**src/design/quantized_dot_product_requantize_macros.svh**
```systemverilog
// Assertion macros used by the top-level design file.
`ifndef QUANTIZED_DOT_PRODUCT_REQUANTIZE_MACROS_SVH
`define QUANTIZED_DOT_PRODUCT_REQUANTIZE_MACROS_SVH

// Same-cycle implication, checked while out of reset.
`define QDP_ASSERT_NOW(label, clk, rst_n, ante, cons, msg) \
    label: assert property (@(posedge clk) disable iff (!rst_n) (ante) |-> (cons)) \
        else $error(msg);

// Next-cycle implication, checked while out of reset.
`define QDP_ASSERT_NEXT(label, clk, rst_n, ante, cons, msg) \
    label: assert property (@(posedge clk) disable iff (!rst_n) (ante) |=> (cons)) \
        else $error(msg);

`endif

```
**src/design/qdp_pkg.sv**
```systemverilog
package qdp_pkg;

    localparam int ACC_WIDTH_DEFAULT = 48;
    localparam int ELEM_W            = 16;
    localparam int BYTE_W            = 8;
    localparam int OUT_W             = 16;
    localparam int SHIFT_W           = 7;
    localparam int MODE_W            = 2;
    localparam int CFG_IDX_W         = 1;
    localparam int CFG_DATA_W        = 7;
    localparam int EXT_W             = 64;
    localparam int OUT_MAX           = 32767;
    localparam int LEFT_SAT_LIMIT    = 16;

    localparam logic [MODE_W-1:0] MODE_I8_I8   = 2'd0;
    localparam logic [MODE_W-1:0] MODE_I8_I16  = 2'd1;
    localparam logic [MODE_W-1:0] MODE_I16_I16 = 2'd2;

    typedef enum logic [CFG_IDX_W-1:0] {
        REG_OUT_SHIFT    = 1'b0,
        REG_OPERAND_MODE = 1'b1
    } cfg_reg_t;

    typedef struct packed {
        logic signed [SHIFT_W-1:0] out_shift;
        logic [MODE_W-1:0]         operand_mode;
    } cfg_t;

endpackage

```
**src/design/qdp_elem_if.sv**
```systemverilog
interface qdp_elem_if;
    import qdp_pkg::*;

    logic                     valid;
    logic                     ready;
    logic signed [ELEM_W-1:0] a_elem;
    logic signed [ELEM_W-1:0] b_elem;
    logic                     last_elem;

    modport source (output valid, output a_elem, output b_elem, output last_elem,
                    input ready);
    modport sink (input valid, input a_elem, input b_elem, input last_elem,
                  output ready);
endinterface

```
**src/design/qdp_result_if.sv**
```systemverilog
interface qdp_result_if;
    import qdp_pkg::*;

    logic                    valid;
    logic                    ready;
    logic signed [OUT_W-1:0] dot_out;
    logic                    saturated;

    modport source (output valid, output dot_out, output saturated, input ready);
    modport sink (input valid, input dot_out, input saturated, output ready);
endinterface

```
**src/design/qdp_cfg_if.sv**
```systemverilog
interface qdp_cfg_if;
    import qdp_pkg::*;

    logic                  valid;
    logic                  ready;
    logic [CFG_IDX_W-1:0]  index;
    logic [CFG_DATA_W-1:0] data;

    modport source (output valid, output index, output data, input ready);
    modport sink (input valid, input index, input data, output ready);
endinterface

```
**src/design/qdp_cfg_regs.sv**
```systemverilog
module qdp_cfg_regs
(
    input  logic          clk,
    input  logic          rst_n,
    qdp_cfg_if.sink       cfg,
    output qdp_pkg::cfg_t cfg_regs
);
    import qdp_pkg::*;

    cfg_t cfg_reg;
    cfg_t cfg_next;

    assign cfg.ready = 1'b1;
    assign cfg_regs  = cfg_reg;

    always_comb
    begin
        cfg_next = cfg_reg;
        if (cfg.valid)
        begin
            unique case (cfg_reg_t'(cfg.index))
                REG_OUT_SHIFT:
                begin
                    cfg_next.out_shift = signed'(cfg.data[SHIFT_W-1:0]);
                end
                REG_OPERAND_MODE:
                begin
                    cfg_next.operand_mode = cfg.data[MODE_W-1:0];
                end
                default:
                begin
                    cfg_next = cfg_reg;
                end
            endcase
        end
    end

    always_ff @(posedge clk or negedge rst_n)
    begin
        if (!rst_n)
        begin
            cfg_reg <= '0;
        end
        else
        begin
            cfg_reg <= cfg_next;
        end
    end
endmodule

```
**src/design/qdp_mac.sv**
```systemverilog
module qdp_mac #(
    parameter int ACC_WIDTH = qdp_pkg::ACC_WIDTH_DEFAULT
)
(
    input  logic                        clk,
    input  logic                        rst_n,
    qdp_elem_if.sink                    elem,
    input  qdp_pkg::cfg_t               cfg_regs,
    output logic                        sum_valid,
    input  logic                        sum_ready,
    output logic signed [ACC_WIDTH-1:0] sum
);
    import qdp_pkg::*;

    // Operand stage.
    logic                       v1_reg;
    logic signed [ELEM_W-1:0]   a1_reg;
    logic signed [ELEM_W-1:0]   b1_reg;
    logic                       last1_reg;
    logic signed [ELEM_W-1:0]   a1_next;
    logic signed [ELEM_W-1:0]   b1_next;

    // Product stage.
    logic                       v2_reg;
    logic signed [2*ELEM_W-1:0] prod_reg;
    logic                       last2_reg;
    logic signed [2*ELEM_W-1:0] prod_next;

    // Accumulator and finished sum.
    logic signed [ACC_WIDTH-1:0] acc_reg;
    logic signed [ACC_WIDTH-1:0] acc_next;
    logic                        v3_reg;
    logic signed [ACC_WIDTH-1:0] sum_reg;

    logic free1;
    logic free2;
    logic free3;
    logic move1;
    logic move2;
    logic take_elem;

    // A non-last pair only touches the accumulator, so it never waits on the sum register.
    assign free3     = !v3_reg || sum_ready;
    assign move2     = v2_reg && (!last2_reg || free3);
    assign free2     = !v2_reg || move2;
    assign move1     = v1_reg && free2;
    assign free1     = !v1_reg || move1;
    assign take_elem = elem.valid && free1;

    assign elem.ready = free1;
    assign sum_valid  = v3_reg;
    assign sum        = sum_reg;

    always_comb
    begin
        case (cfg_regs.operand_mode)
            MODE_I8_I8:
            begin
                a1_next = ELEM_W'(signed'(elem.a_elem[BYTE_W-1:0]));
                b1_next = ELEM_W'(signed'(elem.b_elem[BYTE_W-1:0]));
            end
            MODE_I8_I16:
            begin
                a1_next = ELEM_W'(signed'(elem.a_elem[BYTE_W-1:0]));
                b1_next = elem.b_elem;
            end
            default:
            begin
                a1_next = elem.a_elem;
                b1_next = elem.b_elem;
            end
        endcase
    end

    assign prod_next = a1_reg * b1_reg;
    assign acc_next  = acc_reg + ACC_WIDTH'(prod_reg);

    always_ff @(posedge clk or negedge rst_n)
    begin
        if (!rst_n)
        begin
            v1_reg  <= 1'b0;
            v2_reg  <= 1'b0;
            v3_reg  <= 1'b0;
            acc_reg <= '0;
        end
        else
        begin
            if (free1)
            begin
                v1_reg <= elem.valid;
            end
            if (free2)
            begin
                v2_reg <= v1_reg;
            end
            if (move2)
            begin
                acc_reg <= last2_reg ? '0 : acc_next;
            end
            if (move2 && last2_reg)
            begin
                v3_reg <= 1'b1;
            end
            else if (sum_ready)
            begin
                v3_reg <= 1'b0;
            end
        end
    end

    always_ff @(posedge clk)
    begin
        if (take_elem)
        begin
            a1_reg    <= a1_next;
            b1_reg    <= b1_next;
            last1_reg <= elem.last_elem;
        end
        if (move1)
        begin
            prod_reg  <= prod_next;
            last2_reg <= last1_reg;
        end
        if (move2 && last2_reg)
        begin
            sum_reg <= acc_next;
        end
    end
endmodule

```
**src/design/qdp_requant.sv**
```systemverilog
module qdp_requant #(
    parameter int ACC_WIDTH = qdp_pkg::ACC_WIDTH_DEFAULT
)
(
    input  logic                        clk,
    input  logic                        rst_n,
    input  qdp_pkg::cfg_t               cfg_regs,
    input  logic                        sum_valid,
    output logic                        sum_ready,
    input  logic signed [ACC_WIDTH-1:0] sum,
    qdp_result_if.source                result
);
    import qdp_pkg::*;

    localparam int                          MAG_W  = $clog2(LEFT_SAT_LIMIT);
    localparam int                          SHAMT_W = $clog2(EXT_W);
    localparam logic signed [ACC_WIDTH-1:0] SAT_HI = ACC_WIDTH'(OUT_MAX);
    localparam logic signed [ACC_WIDTH-1:0] SAT_LO = -SAT_HI - ACC_WIDTH'(1);

    // Shift-and-round stage.
    logic                        v4_reg;
    logic signed [ACC_WIDTH-1:0] q4_reg;
    logic                        inc4_reg;
    logic signed [ACC_WIDTH-1:0] q4_next;
    logic                        inc4_next;

    // Result register.
    logic                        vo_reg;
    logic signed [OUT_W-1:0]     dot_reg;
    logic                        sat_reg;
    logic signed [OUT_W-1:0]     dot_next;
    logic                        sat_next;

    logic signed [EXT_W-1:0]     ext;
    logic signed [EXT_W-1:0]     q64;
    logic [EXT_W-1:0]            low_mask;
    logic [SHAMT_W-1:0]          rshift;
    logic [SHAMT_W-1:0]          half_pos;
    logic [SHIFT_W-1:0]          lmag;
    logic [MAG_W-1:0]            lsh;
    logic signed [ACC_WIDTH-1:0] hi_lim;
    logic signed [ACC_WIDTH-1:0] lo_lim;
    logic signed [ACC_WIDTH-1:0] rounded;

    logic free_o;
    logic move4;
    logic free4;

    assign free_o    = !vo_reg || result.ready;
    assign move4     = v4_reg && free_o;
    assign free4     = !v4_reg || move4;
    assign sum_ready = free4;

    assign result.valid     = vo_reg;
    assign result.dot_out   = dot_reg;
    assign result.saturated = sat_reg;

    always_comb
    begin
        ext      = EXT_W'(sum);
        rshift   = cfg_regs.out_shift[SHAMT_W-1:0];
        half_pos = rshift - SHAMT_W'(1);
        q64      = ext >>> rshift;
        low_mask = (EXT_W'(1) << half_pos) - EXT_W'(1);
        lmag     = SHIFT_W'(-cfg_regs.out_shift);
        lsh      = lmag[MAG_W-1:0];
        hi_lim   = ACC_WIDTH'(OUT_W'(OUT_MAX) >> lsh);
        lo_lim   = -signed'(ACC_WIDTH'((OUT_W + 1)'(OUT_MAX + 1) >> lsh));
        q4_next  = sum;
        inc4_next = 1'b0;
        if (cfg_regs.out_shift > 0)
        begin
            // Round half to even on the bits shifted out.
            q4_next   = q64[ACC_WIDTH-1:0];
            inc4_next = ext[half_pos] && ((|(ext & low_mask)) || q64[0]);
        end
        else if (cfg_regs.out_shift < 0)
        begin
            // Out-of-range values are pushed one past the limit so the next stage flags them.
            if (sum == '0)
            begin
                q4_next = '0;
            end
            else if (lmag >= SHIFT_W'(LEFT_SAT_LIMIT))
            begin
                q4_next = sum[ACC_WIDTH-1] ? SAT_LO - ACC_WIDTH'(1) : SAT_HI + ACC_WIDTH'(1);
            end
            else if (sum > hi_lim)
            begin
                q4_next = SAT_HI + ACC_WIDTH'(1);
            end
            else if (sum < lo_lim)
            begin
                q4_next = SAT_LO - ACC_WIDTH'(1);
            end
            else
            begin
                q4_next = sum <<< lsh;
            end
        end
    end

    always_comb
    begin
        rounded = q4_reg + ACC_WIDTH'(inc4_reg);
        if (rounded > SAT_HI)
        begin
            dot_next = OUT_W'(SAT_HI);
            sat_next = 1'b1;
        end
        else if (rounded < SAT_LO)
        begin
            dot_next = OUT_W'(SAT_LO);
            sat_next = 1'b1;
        end
        else
        begin
            dot_next = rounded[OUT_W-1:0];
            sat_next = 1'b0;
        end
    end

    always_ff @(posedge clk or negedge rst_n)
    begin
        if (!rst_n)
        begin
            v4_reg <= 1'b0;
            vo_reg <= 1'b0;
        end
        else
        begin
            if (free4)
            begin
                v4_reg <= sum_valid;
            end
            if (free_o)
            begin
                vo_reg <= v4_reg;
            end
        end
    end

    always_ff @(posedge clk)
    begin
        if (sum_valid && free4)
        begin
            q4_reg   <= q4_next;
            inc4_reg <= inc4_next;
        end
        if (move4)
        begin
            dot_reg <= dot_next;
            sat_reg <= sat_next;
        end
    end
endmodule

```
**src/design/quantized_dot_product_requantize.sv**
```systemverilog
// Quantized dot product with requantization.
// The elem channel carries one pair of signed elements per transaction; last_elem
// marks the final pair of a vector. The multiply-accumulate runs in a wide signed
// accumulator; on the last pair the sum is shifted by out_shift (right when
// positive, left when negative), rounded half to even, saturated to int16 and
// sent on the result channel with the saturated flag. The accumulator is then
// cleared for the next vector. Pairs that are not last produce no result.
// Registers on the cfg channel (index 0: out_shift, index 1: operand_mode) are
// to be written only while no vector is in flight (the block does not enforce
// it); cfg.ready is always high. Throughput is one pair per cycle: every stage
// is a single register with short logic, and each stage advances whenever the
// one after it is empty or draining. The last pair passes the operand, product,
// accumulate, shift-and-round and result registers to reach result.valid. When
// the result receiver stalls, the pipeline keeps filling until the stages behind
// the result register are full; pairs that are not last still drain into the
// accumulator. Reset clears all valid bits, the accumulator and both registers.
module quantized_dot_product_requantize #(
    parameter int ACC_WIDTH = qdp_pkg::ACC_WIDTH_DEFAULT
)
(
    input  logic         clk,
    input  logic         rst_n,
    qdp_cfg_if.sink      cfg,
    qdp_elem_if.sink     elem,
    qdp_result_if.source result
);
    import qdp_pkg::*;

    `include "quantized_dot_product_requantize_macros.svh"

    cfg_t                        cfg_regs;
    logic                        sum_valid;
    logic                        sum_ready;
    logic signed [ACC_WIDTH-1:0] sum;

    qdp_cfg_regs u_cfg_regs (
        .clk      (clk),
        .rst_n    (rst_n),
        .cfg      (cfg),
        .cfg_regs (cfg_regs)
    );

    qdp_mac #(
        .ACC_WIDTH (ACC_WIDTH)
    ) u_mac (
        .clk       (clk),
        .rst_n     (rst_n),
        .elem      (elem),
        .cfg_regs  (cfg_regs),
        .sum_valid (sum_valid),
        .sum_ready (sum_ready),
        .sum       (sum)
    );

    qdp_requant #(
        .ACC_WIDTH (ACC_WIDTH)
    ) u_requant (
        .clk       (clk),
        .rst_n     (rst_n),
        .cfg_regs  (cfg_regs),
        .sum_valid (sum_valid),
        .sum_ready (sum_ready),
        .sum       (sum),
        .result    (result)
    );

    // With the result receiver ready, no stage may hold back the input.
    `QDP_ASSERT_NOW(a_no_stall_when_drained, clk, rst_n, result.ready, elem.ready, "elem stalled while result ready")
    // A finished sum waiting on the requantizer must not change.
    `QDP_ASSERT_NEXT(a_sum_held, clk, rst_n, sum_valid && !sum_ready, sum_valid && $stable(sum), "sum changed while stalled")
    // The requantizer takes a sum whenever the result side is free.
    `QDP_ASSERT_NOW(a_sum_taken, clk, rst_n, result.ready, sum_ready, "sum stalled while result ready")
endmodule
```
**src/flat_wrapper.sv**
```systemverilog
// flat-port wrapper written by rule: the top's interface ports become plain ports
module quantized_dot_product_requantize_flat import qdp_pkg::*;
#(
    parameter int ACC_WIDTH = qdp_pkg::ACC_WIDTH_DEFAULT
)
  (clk, rst_n, cfg_valid, cfg_index, cfg_data, cfg_ready, elem_valid, elem_a_elem, elem_b_elem, elem_last_elem, elem_ready, result_valid, result_dot_out, result_saturated, result_ready);
  qdp_cfg_if cfg_i ();
  qdp_elem_if elem_i ();
  qdp_result_if result_i ();
  input  logic clk;
  input  logic rst_n;
  input wire logic [$bits(cfg_i.valid)-1:0] cfg_valid;
  input wire logic [$bits(cfg_i.index)-1:0] cfg_index;
  input wire logic [$bits(cfg_i.data)-1:0] cfg_data;
  output wire logic [$bits(cfg_i.ready)-1:0] cfg_ready;
  input wire logic [$bits(elem_i.valid)-1:0] elem_valid;
  input wire logic [$bits(elem_i.a_elem)-1:0] elem_a_elem;
  input wire logic [$bits(elem_i.b_elem)-1:0] elem_b_elem;
  input wire logic [$bits(elem_i.last_elem)-1:0] elem_last_elem;
  output wire logic [$bits(elem_i.ready)-1:0] elem_ready;
  output wire logic [$bits(result_i.valid)-1:0] result_valid;
  output wire logic [$bits(result_i.dot_out)-1:0] result_dot_out;
  output wire logic [$bits(result_i.saturated)-1:0] result_saturated;
  input wire logic [$bits(result_i.ready)-1:0] result_ready;
  assign cfg_i.valid = cfg_valid;
  assign cfg_i.index = cfg_index;
  assign cfg_i.data = cfg_data;
  assign cfg_ready = cfg_i.ready;
  assign elem_i.valid = elem_valid;
  assign elem_i.a_elem = elem_a_elem;
  assign elem_i.b_elem = elem_b_elem;
  assign elem_i.last_elem = elem_last_elem;
  assign elem_ready = elem_i.ready;
  assign result_valid = result_i.valid;
  assign result_dot_out = result_i.dot_out;
  assign result_saturated = result_i.saturated;
  assign result_i.ready = result_ready;
  quantized_dot_product_requantize #(.ACC_WIDTH(ACC_WIDTH)) u_core (.clk(clk), .rst_n(rst_n), .cfg(cfg_i), .elem(elem_i), .result(result_i));
endmodule
```
**config.mk**
```make
export PLATFORM = sky130hd
export DESIGN_NAME = quantized_dot_product_requantize_flat
export DESIGN_NICKNAME = d
export VERILOG_FILES = /design/src/design/qdp_pkg.sv /design/src/design/qdp_elem_if.sv /design/src/design/qdp_result_if.sv /design/src/design/qdp_cfg_if.sv /design/src/design/qdp_cfg_regs.sv /design/src/design/qdp_mac.sv /design/src/design/qdp_requant.sv /design/src/design/quantized_dot_product_requantize.sv /design/src/flat_wrapper.sv
export VERILOG_INCLUDE_DIRS = /design/src /design/src/design
export SDC_FILE = /design/constraint.sdc
export NUM_CORES = 2
export LEC_CHECK = 0
export BUFFER_PORTS_ARGS = -buffer_cell sky130_fd_sc_hd__buf_2
export CORE_MARGIN = 2
export CORE_UTILIZATION = 50
export CTS_CLUSTER_SIZE = 25
export DETAILED_ROUTE_END_ITERATION = 16
export PLACE_DENSITY = 0.77
export SLEW_MARGIN = 20
export SYNTH_ARGS = -nofsm -noshare
export SYNTH_HDL_FRONTEND = slang
export SYNTH_SLANG_ARGS = --single-unit
```
**constraint.sdc**
```tcl
create_clock -name clk -period 6.4 [get_ports clk]
set_clock_uncertainty 0.05 [all_clocks]
set_input_delay 1.92 -clock clk [delete_from_list [all_inputs] [get_ports clk]]
set_output_delay 1.92 -clock clk [all_outputs]
set_load 0.01 [all_outputs]
```
==> impl_metrics.csv <==
group,metric,value,unit
setup_path,worstSetupPathType,"reg2reg",
logic_synthesis,synth.area.top_cells,"edfxtp_1 (17%), fa_1 (17%), ha_1 (8.1%)",
finish,utilization,56.1,%
setup_path,path_max_fanout,5,
finish,num-fill-cells,5549,
logic_synthesis,synth_warnings,0,
placed_design,gp_congestion,1.00,
setup_path,slowest_stage,"fa_1",
floorplanning,fp.coreArea,63000,sq um
setup_path,slowest_delay,0.58,ns
route,drt-initial-drc-count,2816,
timing,setup_viol,5,
route,firstDrtPassIters,6,
placed_design,io_buffers,64,
placed_design,dp_slack,-0.382,ns
floorplanning,rows,92,
grt,grt_pass1_vias,28500,
route,viasPerCell,6.21,
finish,fin_cells,4693,
floorplanning,io_pins,66,
setup_path,worstPathCellList,"buf_6 > and2_4 > fa_1 > inv_2 > fa_1 > fa_1 > inv_2 > fa_1 > fa_1 > inv_2 > fa_1 > inv_2 > ha_4 > buf_6 > a211oi_4 > nand2_2 > o31ai_4 > o21ai_2 > o41ai_4 > nor2_2 > nor2_2 > nor4_2 > or3_1",
setup_path,cp.arrival,6.79,ns
floorplanning,design.die.area,65500,sq um
finish,area_growth,11.2,%
floorplanning,die-width,256,um
floorplanning,start_util,50.4,%
logic_synthesis,synthArstFlopShare,25.6,%
logic_synthesis,seq_area_frac_synth,21.9,%
route,ant_nets,0,
grt,grt_max_degree,101,
grt,grt_first_pass_wirelength,160000,um
grt,antenna_found_initial,3,
route,vias,29100,
route,wl_per_cell,21.9,um
clock_network,clock_path_buffers,3,
setup_path,r2r_slack,-0.13,ns
clock_network,cts_buffers,29,
timing,worst_slack,-0.128,ns
grt,overflow,0,
timing,slew_violations,0,
clock_network,clockRootBuffer,"clkbuf_16",
logic_synthesis,ys_ff_latch,242,
finish,nets,4338,
route,wl_met1,39700,um
clock_network,clock-sinks,242,
run_status,status,"finished with violations",
logic_synthesis,yosysTopAreaCellShare,17.0,%
route,met2WireLength,47400,um
finish,drive_gt1_share,12.9,%
logic_synthesis,synth_top_area_cell,"edfxtp_1",
route,wl_met3,9110,um
timing,fmax,153,MHz
setup_path,worstSetupEndpointType,"register",
route,highest_layer,"met5",
setup_path,cpMostUsedCell,"fa_1",
grt,track_usage,30.8,%
clock_network,clk_pin_slew,0.06,ns
placed_design,placed_cells,4616,
clock_network,cts.htree.levels,1,
setup_path,start_kind,"register",
timing,slew_headroom,16.9,%
clock_network,clock_latency,0.60,ns
timing,worst_pin_slew,1.24,ns
placed_design,dp_hpwl,77300,um
logic_synthesis,netlist_area,31800,sq um
logic_synthesis,synth_flop_cell,"edfxtp_1",
timing,rsz0062_at_grt,"true",
timing,hold_violations,0,
timing,finalCriticalPeriod,6.53,ns
logic_synthesis,synth_fp_nets,4254,
timing,fin_crit_sh,102,%
logic_synthesis,synth_edf_count,180,
clock_network,cts_tree,"done",
run_status,violations,"negative setup slack",
setup_path,crit_required,6.66,ns
hold_path,min_path_type,"reg2reg",
logic_synthesis,syn_area_per_cell,8.49,sq um
route,wl,103000,um
logic_synthesis,synth_cells,3739,
logic_synthesis,synth_cell_type_count,98,
route,post-route-drc-count,0,
floorplanning,die_h,256,um
job,drv_cap,0,
Yosys cell counts (all sizes together) (12+ instances only):
| library cell | number |
|---|---|
| nor2 | 368 |
| inv | 366 |
| nand2 | 348 |
| o21ai | 310 |
| fa | 263 |
| a21oi | 222 |
| ha | 206 |
| edfxtp | 180 |
| clkbuf | 166 |
| and2 | 156 |
| xnor2 | 79 |
| mux2i | 77 |
| nand3 | 65 |
| dfrtp | 62 |
| a21o | 61 |
| buf | 55 |
| o21a | 51 |
| nand2b | 50 |
| nor3 | 49 |
| a22o | 48 |
| a211oi | 44 |
| xor2 | 41 |
| nand4 | 40 |
| o211ai | 35 |
| nor4 | 33 |
| a31oi | 32 |
| mux4 | 27 |
| o31ai | 24 |
| or2 | 23 |
| or3 | 21 |
| nor2b | 17 |
| and3 | 15 |
| o22a | 14 |
| o22ai | 13 |
| a21boi | 12 |
cells by family after synthesis:
family / after synthesis / synth area share [%]
DFF: 242 / 21.9
AOI/OAI and AO/OA: 978 / 19.8
and+or+nand+nor: 1224 / 18.4
buffers and inverters: 590 / 7.17
adders and majority gates: 469 / 24.7
other: 1 / 0.0118
xor gates and xnor gates: 120 / 3.31
muxes: 115 / 4.73
worst paths after layout:
kind	from	to	depth (start not counted)
worst min register to register	u_core.u_mac.last1_reg$_DFFE_PP_	u_core.u_mac.last2_reg$_DFFE_PP_	0
min in group asynchronous	rst_n	u_core.u_mac.acc_reg[6]$_DFFE_PN0P_	1
worst max register to register	u_core.u_mac.b1_reg[5]$_DFFE_PP_	u_core.u_mac.prod_reg[30]$_DFFE_PP_	23
max in group asynchronous	rst_n	u_core.u_cfg_regs.cfg_regs[2]$_DFFE_PN0P_	2
worst min-delay path	u_core.u_mac.last1_reg$_DFFE_PP_	u_core.u_mac.last2_reg$_DFFE_PP_	0
worst max-delay path	u_core.u_mac.b1_reg[5]$_DFFE_PP_	u_core.u_mac.prod_reg[30]$_DFFE_PP_	23
metal layers:
layer | global-route usage, % | vias up
li1 | - | 13200
met1 | 38.2 | 14000
met2 | 51.4 | 1522
met3 | 5.77 | 426
met4 | 15.8 | 6
met5 | 0 | -
final cells by class:
| class | count | area (sq um) | area share [%] |
|---|---|---|---|
| antenna | 1 | 2.50 | 0.00708 |
| clock buffer | 35 | 778 | 2.20 |
| clock inverter | 19 | 278 | 0.786 |
| inverter | 369 | 1390 | 3.92 |
| multi-input combinational | 2907 | 22900 | 64.9 |
| sequential | 242 | 6960 | 19.7 |
| tap | 846 | 1060 | 3.00 |
| timing repair buffer | 274 | 1940 | 5.50 |
timing repair:
action,CTS,global route
hold buffers,0,0
buffers inserted,15,8
gates resized for setup,48,35
setup endpoints to repair,6,12
pin swaps,44,23
per-stage QoR:
| step | hold WS [ns] | TNS, ns | area, sq um |
|---|---|---|---|
| finish | 0.373 | -0.347 | 35300 |
| global route | 0.390 | -1.74 | 35300 |
| CTS | 0.376 | -0.194 | 35200 |
| detailed placement | 0.360 | -1.78 | 33800 |
| global placement | 0.358 | -1.16 | 33800 |
| floorplan | 0.350 | 0 | 31900 |
critical path, delay by kind of cell (launching register included):
family,cells,cell delay [ns]
DFF,1,0.41
adders and majority gates,7,3.44
AOI/OAI and AO/OA,4,0.98
and+or+nand+nor,6,0.92
buffers and inverters,6,0.46
layout by cell type, fill, tap and decap left out, types with 77 or more instances in the layout:
| cell type | instances |
|---|---|
| inv_1 | 351 |
| fa_1 | 255 |
| edfxtp_1 | 180 |
| nor2_1 | 362 |
| a21oi_1 | 218 |
| o21ai_0 | 294 |
| and2_1 | 147 |
| ha_1 | 195 |
| nand2_1 | 341 |
| mux2i_1 | 77 |
| buf_4 | 200 |
| xnor2_1 | 77 |
Power is not shown: default switching activity piles up to over one toggle a cycle in this logic, so the estimate is an artifact.
